## src/sfc_pkg.sv

```systemverilog
`timescale 1ns / 1ps
`default_nettype none
// ----------------------------------------------------------------------------
// sfc_pkg - shared types and constants for the serial frame capture block
// Field widths, register and protocol codes, reset values and the structs
// that pass between the framer and the top level.
// ----------------------------------------------------------------------------
package sfc_pkg;

	localparam int FRAME_LEN_DEF = 25;

	localparam int BYTE_W     = 8;
	localparam int KIND_W     = 2;
	localparam int IDX_W      = 5;
	localparam int PROTO_W    = 2;
	localparam int CFG_IDX_W  = 2;
	localparam int CFG_DATA_W = 8;

	// register indexes
	localparam logic [CFG_IDX_W-1:0] CFG_PROTOCOL    = 2'd0;
	localparam logic [CFG_IDX_W-1:0] CFG_SBUS_START  = 2'd1;
	localparam logic [CFG_IDX_W-1:0] CFG_SPORT_START = 2'd2;
	localparam logic [CFG_IDX_W-1:0] CFG_POLL_ID     = 2'd3;

	// protocol codes
	localparam logic [PROTO_W-1:0] PROTO_SBUS  = 2'd0;
	localparam logic [PROTO_W-1:0] PROTO_SPORT = 2'd1;
	localparam logic [PROTO_W-1:0] PROTO_RAW   = 2'd2;

	// result kinds
	localparam logic [KIND_W-1:0] KIND_SBUS  = 2'd0;
	localparam logic [KIND_W-1:0] KIND_SPORT = 2'd1;
	localparam logic [KIND_W-1:0] KIND_RAW   = 2'd2;

	// input mode codes
	localparam logic MODE_BYTE = 1'b0;
	localparam logic MODE_IDLE = 1'b1;

	// register reset values
	localparam logic [PROTO_W-1:0] PROTOCOL_RST    = PROTO_SBUS;
	localparam logic [BYTE_W-1:0]  SBUS_START_RST  = 8'd15;
	localparam logic [BYTE_W-1:0]  SPORT_START_RST = 8'd126;
	localparam logic [BYTE_W-1:0]  POLL_ID_RST     = 8'd0;

	typedef enum logic [1:0] {
		ST_IDLE,
		ST_POLL2,
		ST_DUMP_RD,
		ST_DUMP_WR
	} state_t;

	typedef struct packed {
		logic [PROTO_W-1:0] protocol;
		logic [BYTE_W-1:0]  sbus_start;
		logic [BYTE_W-1:0]  sport_start;
		logic [BYTE_W-1:0]  poll_id;
	} cfg_t;

	typedef struct packed {
		logic              valid;
		logic [KIND_W-1:0] kind;
		logic [BYTE_W-1:0] data;
		logic [IDX_W-1:0]  index;
		logic              last;
		logic              stop;
	} res_t;

endpackage
`default_nettype wire

```

## src/sfc_ram.sv

```systemverilog
`timescale 1ns / 1ps
`default_nettype none
// ----------------------------------------------------------------------------
// sfc_ram - generic simple dual-port RAM
// One write port, one read port with registered read data held between reads.
// ----------------------------------------------------------------------------
module sfc_ram #(
	parameter int WIDTH = 8,
	parameter int DEPTH = 25
) (
	input  wire logic                     clk,
	input  wire logic                     we,
	input  wire logic [$clog2(DEPTH)-1:0] waddr,
	input  wire logic [WIDTH-1:0]         wdata,
	input  wire logic                     re,
	input  wire logic [$clog2(DEPTH)-1:0] raddr,
	output logic      [WIDTH-1:0]         rdata
);

	logic [WIDTH-1:0] mem_q [DEPTH];

	always_ff @(posedge clk) begin
		if (we) begin
			mem_q[waddr] <= wdata;
		end
		if (re) begin
			rdata <= mem_q[raddr];
		end
	end

endmodule
`default_nettype wire

```

## src/sfc_framer.sv

```systemverilog
`timescale 1ns / 1ps
`default_nettype none
// ----------------------------------------------------------------------------
// sfc_framer - protocol state and frame dump sequencer
// Tracks line idle, sbus sync and smart port arming, writes frame bytes into
// the frame store and walks the store one byte per read/emit pair on dump.
// ----------------------------------------------------------------------------
module sfc_framer #(
	parameter int FRAME_LEN = sfc_pkg::FRAME_LEN_DEF
) (
	input  wire logic                      clk,
	input  wire logic                      arst_n,
	input  wire sfc_pkg::cfg_t             cfg,
	input  wire logic                      accept,
	input  wire logic                      mode,
	input  wire logic [sfc_pkg::BYTE_W-1:0] rx_byte,
	input  wire logic                      slot_free,
	output logic                           ready,
	output sfc_pkg::res_t                  res
);

	localparam int PW = $clog2(FRAME_LEN);
	localparam logic [PW-1:0] LAST_IDX = PW'(FRAME_LEN - 1);
	localparam logic [PW:0]   LAST_EXT = (PW+1)'(FRAME_LEN - 1);

	sfc_pkg::state_t state_q, state_d;

	logic                      line_idle_q, line_idle_d;
	logic                      synced_q, synced_d;
	logic [PW-1:0]             pos_q, pos_d;
	logic [PW-1:0]             idx_q, idx_d;
	logic                      armed_q, armed_d;
	logic [sfc_pkg::BYTE_W-1:0] armed_byte_q, armed_byte_d;
	logic [sfc_pkg::BYTE_W-1:0] pend_q, pend_d;

	logic [PW:0]               pos_inc;
	logic                      ram_we;
	logic [PW-1:0]             ram_waddr;
	logic                      ram_re;
	logic [sfc_pkg::BYTE_W-1:0] ram_rdata;

	assign pos_inc = (PW+1)'(pos_q) + (PW+1)'(1);
	assign ready   = (state_q == sfc_pkg::ST_IDLE) && slot_free;

	sfc_ram #(
		.WIDTH(sfc_pkg::BYTE_W),
		.DEPTH(FRAME_LEN)
	) u_store (
		.clk  (clk),
		.we   (ram_we),
		.waddr(ram_waddr),
		.wdata(rx_byte),
		.re   (ram_re),
		.raddr(idx_q),
		.rdata(ram_rdata)
	);

	always_ff @(posedge clk or negedge arst_n) begin
		if (!arst_n) begin
			state_q     <= sfc_pkg::ST_IDLE;
			line_idle_q <= 1'b1;
			synced_q    <= 1'b0;
			pos_q       <= '0;
			idx_q       <= '0;
			armed_q     <= 1'b0;
		end else begin
			state_q     <= state_d;
			line_idle_q <= line_idle_d;
			synced_q    <= synced_d;
			pos_q       <= pos_d;
			idx_q       <= idx_d;
			armed_q     <= armed_d;
		end
	end

	always_ff @(posedge clk) begin
		armed_byte_q <= armed_byte_d;
		pend_q       <= pend_d;
	end

	always_comb begin
		state_d      = state_q;
		line_idle_d  = line_idle_q;
		synced_d     = synced_q;
		pos_d        = pos_q;
		idx_d        = idx_q;
		armed_d      = armed_q;
		armed_byte_d = armed_byte_q;
		pend_d       = pend_q;
		ram_we       = 1'b0;
		ram_waddr    = '0;
		ram_re       = 1'b0;
		res          = '0;

		unique case (state_q)
			sfc_pkg::ST_IDLE: begin
				if (accept) begin
					if (mode == sfc_pkg::MODE_IDLE) begin
						line_idle_d = 1'b1;
					end else begin
						unique case (cfg.protocol)
							sfc_pkg::PROTO_SBUS: begin
								if (synced_q && !line_idle_q) begin
									ram_we = 1'b1;
									if (pos_inc >= LAST_EXT) begin
										// frame full: drop sync and dump the store
										ram_waddr = LAST_IDX;
										synced_d  = 1'b0;
										pos_d     = '0;
										idx_d     = '0;
										state_d   = sfc_pkg::ST_DUMP_RD;
									end else begin
										ram_waddr = pos_inc[PW-1:0];
										pos_d     = pos_inc[PW-1:0];
									end
								end else begin
									// an idle gap mid-frame drops sync here
									synced_d = 1'b0;
									if (line_idle_q && rx_byte == cfg.sbus_start) begin
										synced_d    = 1'b1;
										pos_d       = '0;
										ram_we      = 1'b1;
										ram_waddr   = '0;
										line_idle_d = 1'b0;
									end
								end
							end
							sfc_pkg::PROTO_SPORT: begin
								if (armed_q) begin
									armed_d = 1'b0;
									if (rx_byte == cfg.poll_id) begin
										res.valid    = 1'b1;
										res.kind     = sfc_pkg::KIND_SPORT;
										res.data     = armed_byte_q;
										res.index    = '0;
										res.last     = 1'b0;
										res.stop     = 1'b1;
										pend_d       = rx_byte;
										armed_byte_d = '0;
										state_d      = sfc_pkg::ST_POLL2;
									end
								end else if (line_idle_q && rx_byte == cfg.sport_start) begin
									armed_d      = 1'b1;
									armed_byte_d = rx_byte;
									line_idle_d  = 1'b0;
								end
							end
							sfc_pkg::PROTO_RAW: begin
								res.valid = 1'b1;
								res.kind  = sfc_pkg::KIND_RAW;
								res.data  = rx_byte;
								res.index = '0;
								res.last  = 1'b1;
								res.stop  = 1'b0;
							end
							default: begin
							end
						endcase
					end
				end
			end
			sfc_pkg::ST_POLL2: begin
				if (slot_free) begin
					res.valid = 1'b1;
					res.kind  = sfc_pkg::KIND_SPORT;
					res.data  = pend_q;
					res.index = sfc_pkg::IDX_W'(1);
					res.last  = 1'b1;
					res.stop  = 1'b1;
					state_d   = sfc_pkg::ST_IDLE;
				end
			end
			sfc_pkg::ST_DUMP_RD: begin
				ram_re  = 1'b1;
				state_d = sfc_pkg::ST_DUMP_WR;
			end
			sfc_pkg::ST_DUMP_WR: begin
				// read data holds until the output slot frees up
				if (slot_free) begin
					res.valid = 1'b1;
					res.kind  = sfc_pkg::KIND_SBUS;
					res.data  = ram_rdata;
					res.index = sfc_pkg::IDX_W'(idx_q);
					res.last  = (idx_q == LAST_IDX);
					res.stop  = 1'b0;
					if (idx_q == LAST_IDX) begin
						idx_d   = '0;
						state_d = sfc_pkg::ST_IDLE;
					end else begin
						idx_d   = idx_q + PW'(1);
						state_d = sfc_pkg::ST_DUMP_RD;
					end
				end
			end
			default: begin
				state_d = sfc_pkg::ST_IDLE;
			end
		endcase
	end

	a_res_slot: assert property (@(posedge clk) disable iff (!arst_n)
		res.valid |-> slot_free)
		else $error("result request without a free output slot");

	a_rd_then_wr: assert property (@(posedge clk) disable iff (!arst_n)
		(state_q == sfc_pkg::ST_DUMP_RD) |=> (state_q == sfc_pkg::ST_DUMP_WR))
		else $error("dump read not followed by emit");

	a_dump_end: assert property (@(posedge clk) disable iff (!arst_n)
		(state_q == sfc_pkg::ST_DUMP_WR && slot_free && idx_q == LAST_IDX)
		|=> (state_q == sfc_pkg::ST_IDLE && !synced_q))
		else $error("dump did not end after the last byte");

	a_pos_range: assert property (@(posedge clk) disable iff (!arst_n)
		synced_q |-> (pos_q < LAST_IDX))
		else $error("frame position past the last byte while synced");

	a_accept_idle: assert property (@(posedge clk) disable iff (!arst_n)
		accept |-> (state_q == sfc_pkg::ST_IDLE))
		else $error("request taken while the sequencer is busy");

endmodule
`default_nettype wire

```

## src/serial_frame_capture.sv

```systemverilog
`timescale 1ns / 1ps
`default_nettype none
// ----------------------------------------------------------------------------
// serial_frame_capture - receive framer for a serial line
// Item channel: item_valid/item_stall carry a byte (mode 0) or a line-idle
// event (mode 1). Result channel: result_valid/result_stall carry emitted
// bytes with kind, frame index, last and stop_receive flags.
// Configuration: cfg_we/cfg_index/cfg_data write protocol, sbus start byte,
// smart port start byte and poll id; write only while the block is idle.
// An item with at most one result is taken when the output slot is free; its
// result sits in the output register the cycle after. A smart port poll match
// emits its second byte after the first, once the output slot is free. A
// completed sbus frame is dumped from the frame store byte by byte (store
// read, then emit); no item is taken meanwhile. A stalled receiver holds the
// output register and holds the sequencer at its next emit; the item channel
// stalls while the sequencer is busy or the output slot cannot be refilled.
// Reset: line idle, unsynced, unarmed, registers at their reset values. The
// frame store needs no clearing pass; every byte dumped is written first.
// ----------------------------------------------------------------------------
module serial_frame_capture #(
	parameter int FRAME_LEN = sfc_pkg::FRAME_LEN_DEF
) (
	input  wire logic                          clk,
	input  wire logic                          arst_n,
	input  wire logic                          cfg_we,
	input  wire logic [sfc_pkg::CFG_IDX_W-1:0]  cfg_index,
	input  wire logic [sfc_pkg::CFG_DATA_W-1:0] cfg_data,
	input  wire logic                          item_valid,
	output logic                               item_stall,
	input  wire logic                          mode,
	input  wire logic [sfc_pkg::BYTE_W-1:0]     rx_byte,
	output logic                               result_valid,
	input  wire logic                          result_stall,
	output logic      [sfc_pkg::KIND_W-1:0]     out_kind,
	output logic      [sfc_pkg::BYTE_W-1:0]     out_byte,
	output logic      [sfc_pkg::IDX_W-1:0]      byte_index,
	output logic                               last,
	output logic                               stop_receive
);

	sfc_pkg::cfg_t cfg_q;
	sfc_pkg::res_t res;
	logic          slot_free;
	logic          ready;
	logic          accept;
	logic          result_valid_q;

	always_ff @(posedge clk or negedge arst_n) begin
		if (!arst_n) begin
			cfg_q.protocol    <= sfc_pkg::PROTOCOL_RST;
			cfg_q.sbus_start  <= sfc_pkg::SBUS_START_RST;
			cfg_q.sport_start <= sfc_pkg::SPORT_START_RST;
			cfg_q.poll_id     <= sfc_pkg::POLL_ID_RST;
		end else if (cfg_we) begin
			unique case (cfg_index)
				sfc_pkg::CFG_PROTOCOL:    cfg_q.protocol    <= cfg_data[sfc_pkg::PROTO_W-1:0];
				sfc_pkg::CFG_SBUS_START:  cfg_q.sbus_start  <= cfg_data;
				sfc_pkg::CFG_SPORT_START: cfg_q.sport_start <= cfg_data;
				sfc_pkg::CFG_POLL_ID:     cfg_q.poll_id     <= cfg_data;
				default: begin
				end
			endcase
		end
	end

	assign slot_free  = !result_valid_q || !result_stall;
	assign item_stall = !ready;
	assign accept     = item_valid && ready;

	sfc_framer #(
		.FRAME_LEN(FRAME_LEN)
	) u_framer (
		.clk      (clk),
		.arst_n   (arst_n),
		.cfg      (cfg_q),
		.accept   (accept),
		.mode     (mode),
		.rx_byte  (rx_byte),
		.slot_free(slot_free),
		.ready    (ready),
		.res      (res)
	);

	// output register
	always_ff @(posedge clk or negedge arst_n) begin
		if (!arst_n) begin
			result_valid_q <= 1'b0;
		end else if (slot_free) begin
			result_valid_q <= res.valid;
		end
	end

	always_ff @(posedge clk) begin
		if (slot_free && res.valid) begin
			out_kind     <= res.kind;
			out_byte     <= res.data;
			byte_index   <= res.index;
			last         <= res.last;
			stop_receive <= res.stop;
		end
	end

	assign result_valid = result_valid_q;

endmodule
`default_nettype wire

```

## config.mk

```make
export PLATFORM = sky130hd
export DESIGN_NAME = serial_frame_capture
export DESIGN_NICKNAME = d
export VERILOG_FILES = /design/src/sfc_pkg.sv /design/src/sfc_ram.sv /design/src/sfc_framer.sv /design/src/serial_frame_capture.sv
export SDC_FILE = /design/constraint.sdc
export NUM_CORES = 1
export LEC_CHECK = 0
export ABC_AREA = 1
export BUFFER_PORTS_ARGS = -buffer_cell sky130_fd_sc_hd__buf_4
export CAP_MARGIN = 20
export CORE_MARGIN = 2
export CORE_UTILIZATION = 35
export DETAILED_ROUTE_END_ITERATION = 6
export GPL_TIMING_DRIVEN = 0
export PLACE_DENSITY_LB_ADDON = 0.15
export SETUP_SLACK_MARGIN = 0.2
export SYNTH_ARGS = -nofsm -noshare
export SYNTH_HDL_FRONTEND = slang
export SYNTH_HIERARCHICAL = 1
export SYNTH_SLANG_ARGS = --single-unit
```

## constraint.sdc

```tcl
create_clock -name clk -period 3.08 [get_ports clk]
set_input_delay 0 -clock clk [delete_from_list [all_inputs] [get_ports clk]]
set_output_delay 0 -clock clk [all_outputs]
set_load 0.02 [all_outputs]
```

==> results.py, run 1 <==
metrics = {
    "status": {
        "status": "complete, no violations",
    },
    "floorplanning": {
        "rows": 70,
        "die_x_um": 197,
        "ioPinCount": 43,
        "dieArea_um2": 38800,
        "core_area_um2": 36600,
        "start_util_pct": 35.6,
        "die_y_um": 197,
    },
    "detailed_routing": {
        "drt-pass1-iter-count": 5,
        "vias_per_cell": 4.91,
        "vias": 9633,
        "ant_nets": 0,
        "first_iter_violations": 689,
        "remaining_drc_errors": 0,
        "drt-total-wl_um": 37200,
        "avgRoutedWirePerCell_um": 19.0,
    },
    "finish": {
        "fin_util_pct": 44.3,
        "layout-drive-gt1-share_pct": 18.3,
        "layout.nets": 1499,
        "diodes": 0,
        "areaGrowthSynthToFinish_pct": 24.4,
        "stdcell_count": 1961,
        "mostFrequentLayoutCells": "nand2_1, edfxtp_1, nand3_1",
        "final_common_cell": "nand2_1",
    },
    "power_and_ir_drop": {
        "p_leak_nw": 6.77,
        "ir_worst_vdd_uv": 337,
        "p_total_mw": 11.5,
        "powerDensity_nw_per_um2": 707,
    },
    "clock_tree": {
        "cts_inserted_buffers": 34,
        "clkTransAtPathRegs_ns": 0.06,
        "htreeDepth": 2,
        "worstSkewPairLatency_ns": 0.51,
        "cts_tree": "built",
        "cts.root.buffer_cell": "clkbuf_16",
        "cts_buffer_depth": 3,
        "cts.sinks": 283,
    },
    "timing": {
        "slew_headroom_pct": 47.2,
        "fin_crit_ns": 2.73,
        "finalSetupViolations": 0,
        "holdWs_ns": 0.0523,
        "rsz0062_at_grt": "no",
        "hold_viol": 0,
        "fin_ws_ns": 0.347,
        "slew_viol_final": 0,
        "fin_skew_ns": 0.0167,
        "finalCritPeriodShare_pct": 88.7,
        "clock.fmax_mhz": 366,
        "worst_pin_slew_ns": 0.789,
    },
    "worst_setup_path": {
        "worst_path_dominant_cell_family": "simple AND/OR/NAND/NOR gates",
        "cp-end-kind": "register",
        "crit_buf_inv": 1,
        "critPathMaxStageDelay_ns": 0.47,
        "cp.required_ns": 3.27,
        "critPathKind": "reg2reg",
        "path_cells": "ha_1 > nand3_1 > xor2_1 > nand2_1 > nand2_2 > nor2_2 > nand2_1 > nor2_4 > inv_1 > nand3_4 > nor2_4",
        "crit_arrival_ns": 2.92,
        "critPathLaunchType": "register",
        "path_max_fanout": 8,
        "crit_slowest_cell": "dfrtp_1",
    },
    "global_route": {
        "grt_usage_pct": 19.5,
        "grt_overflow": 0,
        "antenna_found_initial": 0,
        "grt_pass1_vias": 9390,
        "grt_pass1_wl_um": 56700,
        "grt_max_degree": 43,
    },
    "synth": {
        "syn_avg_cell_area_um2": 9.87,
        "netlist_instances": 1320,
        "syn_area_um2": 13000,
        "ys_ff_latch": 283,
        "synth.distinct_cells": 37,
        "ys_seq_area_share_pct": 63.7,
        "synth_warnings": 6,
        "synth_nets": 1351,
    },
    "run": {
        "max_cap_viol_count": 0,
    },
    "place": {
        "place_inst": 1830,
        "place_ws_ns": -0.655,
        "dp_hpwl_um": 24200,
        "portBuffers": 42,
        "place_congestion": 0.889,
    },
    "min_path": {
        "hold_class": "in2async",
    },
}
==> metrics by stage <==
stage | cell area (µm²) | setup TNS, ns
2_1_floorplan | 13000 | 0
3_3_place_gp | 13900 | -84.88
3_5_place_dp | 13900 | -91.94
4_1_cts | 16000 | 0
5_1_grt | 16200 | 0
6_report | 16200 | 0
==> cells by family (layout without fill, tap and decap cells) <==
group	count (synthesis)	count (layout)	synth area share [%]
compound gates	36	36	1.62
fa+ha+maj	7	7	0.672
xor+xnor	10	10	0.672
simple gates	745	745	25.5
flops	283	283	63.7
buf+inv	239	412	7.77
==> layout make-up <==
class | count | area, µm²
buffer | 52 | 310
clock buffer | 47 | 961
clock inverter | 14 | 92.6
fill | 3533 | 20400
inverter | 187 | 706
multi-input combinational | 798 | 4040
sequential | 283 | 8300
tap | 468 | 586
timing repair buffer | 112 | 1210
==> worst register-to-register path: stages, from the launching register on <==
cell and delay [ns]:
dfrtp_1 0.47, ha_1 0.27, nand3_1 0.10, xor2_1 0.23, nand2_1 0.12, nand2_2 0.17
nor2_2 0.08, nand2_1 0.11, nor2_4 0.08, inv_1 0.24, nand3_4 0.22, nor2_4 0.31
==> where the power goes <==
part	switching (mW)	internal [mW]	leakage [nW]
registers	0.152	4.50	2.69
logic	2.06	0.948	3.56
clock network	1.54	2.26	0.522
==> Yosys cell counts <==
master | count | share of area [%]
a21oi_1 | 6 | 0.23
a21oi_2 | 1 | 0.067
a22oi_1 | 8 | 0.46
buf_1 | 2 | 0.058
buf_2 | 26 | 1.0
buf_4 | 14 | 0.81
buf_6 | 4 | 0.35
clkbuf_1 | 6 | 0.17
clkinv_1 | 2 | 0.058
dfrtp_1 | 31 | 6.0
dfstp_2 | 11 | 2.2
edfxtp_1 | 241 | 56
ha_1 | 7 | 0.67
inv_1 | 179 | 5.2
inv_2 | 6 | 0.17
nand2_1 | 408 | 12
nand2_2 | 2 | 0.096
nand2_4 | 2 | 0.17
nand3_1 | 188 | 7.2
nand3_2 | 10 | 0.77
nand3_4 | 2 | 0.27
nand3b_1 | 4 | 0.23
nand4_1 | 30 | 1.4
nor2_1 | 77 | 2.2
nor2_2 | 1 | 0.048
nor2_4 | 1 | 0.086
nor2_8 | 1 | 0.15
nor3_2 | 1 | 0.077
nor3_4 | 1 | 0.12
nor4_1 | 1 | 0.048
nor4_2 | 1 | 0.096
o211ai_1 | 3 | 0.17
o21ai_0 | 13 | 0.50
o21ai_1 | 5 | 0.19
or2_2 | 15 | 0.72
xnor2_1 | 4 | 0.27
xor2_1 | 6 | 0.40
==> flip-flops by register name, indices dropped and copies added (netlist names) <==
name and flops:
u_framer/pend_q 8, u_framer/armed_byte_q 8, stop_receive 1, u_framer/u_store/mem_q 200, out_byte 8, byte_index 5, u_framer/u_store/rdata 8, last 1
u_framer/line_idle_q 1, u_framer/state_q 2, cfg_q 26, u_framer/armed_q 1, out_kind 2, result_valid 1, u_framer/idx_q 5, u_framer/synced_q 1
u_framer/pos_q 5
==> final timing paths <==
path	startpoint	to	slack, ns	cells after the start
worst min register to register	cfg_q[14]	cfg_q[14]	0.47	2
min in group clk	item_valid	u_framer/line_idle_q	0.09	10
worst min-delay path	arst_n	u_framer/idx_q[1]	0.05	2
max in group asynchronous	arst_n	u_framer/state_q[0]	2.60	2
worst max register to register	u_framer/pos_q[0]	u_framer/u_store/mem_q[3][2]	0.35	11
worst max-delay path	u_framer/pos_q[0]	u_framer/u_store/mem_q[3][2]	0.35	11
==> layer usage <==
layer / vias to the layer above / global-route usage, % / share of wire [%]
li1: 4644 / - / -
met5: - / 0 / 0
met1: 4664 / 27.1 / 45
met3: 57 / 2.99 / 5.6
met4: 0 / 5.40 / 2.1
met2: 268 / 31.8 / 47
==> repair_timing <==
action,in CTS,in global routing
resized for setup,63,17
pin swaps,22,6
buffers inserted,27,13
hold buffers,30,0
setup endpoints to repair,217,200
hold endpoints to repair,270,0
(Power assumes the default switching activity.)
==> inputs of run 2 (changes only) <==
--- a/config.mk
+++ b/config.mk
@@ -10,6 +10,7 @@
 export CAP_MARGIN = 20
 export CORE_MARGIN = 2
 export CORE_UTILIZATION = 35
+export CTS_BUF_LIST = sky130_fd_sc_hd__clkbuf_4
 export DETAILED_ROUTE_END_ITERATION = 6
 export GPL_TIMING_DRIVEN = 0
 export PLACE_DENSITY_LB_ADDON = 0.15
==> run 2 against run 1 <==
Compared with the run above:
- cell count is 5.0% higher
- die area stayed put
- sequential power hardly changed
- core utilization is 0.31 points higher
- non-clock buffer count is 7 higher
- critical path depth is 1 higher
==> results.py, run 2 (synthesis gave the netlist of run 1 again) <==
metrics = {
    "timing": {
        "fin_skew_ns": 0.0618,
        "fin_crit_ns": 2.83,
        "finalCritPeriodShare_pct": 91.8,
        "finalSetupViolations": 0,
        "fin_tns_setup_ns": 0,
        "clock.fmax_mhz": 354,
        "holdWs_ns": 0.0811,
        "worst_pin_slew_ns": 0.752,
        "hold_viol": 0,
        "slew_headroom_pct": 49.7,
        "slew_viol_final": 0,
        "rsz0062_at_grt": "no",
    },
    "detailed_routing": {
        "drt-pass1-iter-count": 5,
        "vias": 9983,
        "remaining_drc_errors": 0,
        "drt-total-wl_um": 37900,
        "vias_per_cell": 4.85,
        "first_iter_violations": 591,
        "ant_nets": 0,
        "avgRoutedWirePerCell_um": 18.4,
    },
    "global_route": {
        "grt_overflow": 0,
        "grt_pass1_wl_um": 57400,
        "grt_usage_pct": 19.9,
        "grt_max_degree": 33,
        "grt_pass1_vias": 9802,
        "antenna_found_initial": 1,
    },
    "worst_setup_path": {
        "critPathKind": "reg2reg",
        "cp-end-kind": "register",
        "path_max_fanout": 8,
        "cp.required_ns": 3.51,
        "crit_arrival_ns": 3.26,
        "worst_path_dominant_cell_family": "simple AND/OR/NAND/NOR gates",
        "crit_buf_inv": 2,
        "path_cells": "ha_1 > nand3_1 > xor2_1 > nand2_1 > nand2_2 > nor2_2 > nand2_1 > nor2_4 > inv_1 > nand3_4 > buf_4 > nor2_4",
        "critPathLaunchType": "register",
        "crit_slowest_cell": "dfrtp_1",
        "critPathMaxStageDelay_ns": 0.47,
    },
    "min_path": {
        "hold_class": "in2reg",
    },
    "floorplanning": {
        "start_util_pct": 35.6,
        "dieArea_um2": 38800,
        "core_area_um2": 36600,
        "die_x_um": 197,
        "rows": 70,
        "ioPinCount": 43,
        "die_y_um": 197,
    },
    "clock_tree": {
        "cts_buffer_depth": 3,
        "clkTransAtPathRegs_ns": 0.07,
        "htreeDepth": 3,
        "cts_inserted_buffers": 82,
        "cts.root.buffer_cell": "clkbuf_4",
        "cts_tree": "built",
        "cts.sinks": 283,
        "worstSkewPairLatency_ns": 0.77,
    },
    "finish": {
        "register_area_um2": 8300,
        "fin_util_pct": 44.6,
        "final_cell_area_um2": 16300,
        "layout-drive-gt1-share_pct": 23.0,
        "largest_registers": "u_framer/u_store/mem_q: 200 flops, cfg_q: 26 flops",
        "areaGrowthSynthToFinish_pct": 25.3,
        "n_fill_cell": 3577,
        "layout.nets": 1554,
        "multi_input_area_um2": 4050,
        "final_common_cell": "nand2_1",
        "mostFrequentLayoutCells": "nand2_1, edfxtp_1, nand3_1",
        "largest_reg_flops": 200,
        "top_register": "u_framer/u_store/mem_q",
    },
    "power_and_ir_drop": {
        "clkPwrFrac_pct": 32.3,
        "p_leak_nw": 6.93,
        "p_seq_share_pct": 40.9,
        "comb_power_share_pct": 26.7,
        "p_total_mw": 11.4,
        "intPower_mw": 7.52,
        "power_switching_mw": 3.85,
        "powerDensity_nw_per_um2": 696,
        "ir_worst_vdd_uv": 310,
        "swShare_pct": 33.9,
    },
    "place": {
        "placed_area_um2": 13900,
        "place_congestion": 0.889,
        "portBuffers": 42,
        "dp_hpwl_um": 24200,
    },
    "run": {
        "max_cap_viol_count": 0,
    },
    "status": {
        "status": "complete, no violations",
    },
}
run 2: cell types whose count changed in the layout (fill, tap and decap cells not counted), moves of 3 or more:
cell,previous run,this run
clkbuf_8,4,0
clkbuf_1,14,6
clkinv_2,5,0
buf_12,23,20
dlygate4sd3_1,30,39
clkbuf_4,0,135
clkbuf_16,35,0
clkinv_1,8,14
run 2: power by group through the flow:
stage,Clock (mW),Sequential [mW],Combinational [mW]
floorplan,0,4.79,1.71
global placement,0,4.73,2.90
detailed placement,0,4.73,2.91
CTS,3.77,4.66,2.98
global route,3.97,4.68,3.34
finish,3.67,4.65,3.04
run 2: worst register-to-register path, stage by stage (launching register included):
cell	delay (ns)
dfrtp_1	0.47
ha_1	0.27
nand3_1	0.12
xor2_1	0.26
nand2_1	0.13
nand2_2	0.18
nor2_2	0.08
nand2_1	0.11
nor2_4	0.08
inv_1	0.22
nand3_4	0.19
buf_4	0.19
nor2_4	0.22
run 2: per-layer routing:
metal  vias to the layer above  global-route usage (%)  wire [µm]
met5                         -                       0          0
met4                         0                    6.96       1070
met3                        83                    4.16       1970
met2                       286                    32.4      17900
met1                      4808                    26.5      17000
li1                       4806                       -          -
run 2: what timing repair did:
action	in CTS	in global routing
endpoints found under the hold margin	330	0
endpoints found under the setup margin	217	217
gates resized for setup	60	28
hold buffers	40	0
pin swaps	21	14
buffers inserted	21	16
run 2: final timing paths:
check | to | slack (ns) | cells after the start | from
max in group asynchronous | cfg_q[23] | 2.37 | 4 | arst_n
worst min register to register | cfg_q[9] | 0.48 | 2 | cfg_q[9]
min in group asynchronous | cfg_q[12] | 0.45 | 3 | arst_n
worst max register to register | u_framer/u_store/mem_q[3][7] | 0.25 | 12 | u_framer/pos_q[0]
worst min-delay path | result_valid | 0.08 | 4 | result_stall
worst max-delay path | u_framer/u_store/mem_q[3][7] | 0.25 | 12 | u_framer/pos_q[0]
run 2: cell type report:
type                            count  share of cell area, %
Clock inverter                     15                  0.552
Inverter                          187                   4.34
Multi-Input combinational cell    798                   24.8
Timing Repair Buffer              119                   7.68
Sequential cell                   283                   50.9
Tap cell                          468                   3.59
Buffer                             52                   1.90
Clock buffer                      135                   6.21
Antenna cell                        2                 0.0307
run 2: stage by stage:
stage,setup WS [ns],instances
after global routing,0.106,2058
after CTS,0.0652,2041
after detailed placement,-0.655,1830
after floorplan,0.210,1320
final,0.253,2059
after global placement,-0.617,1830
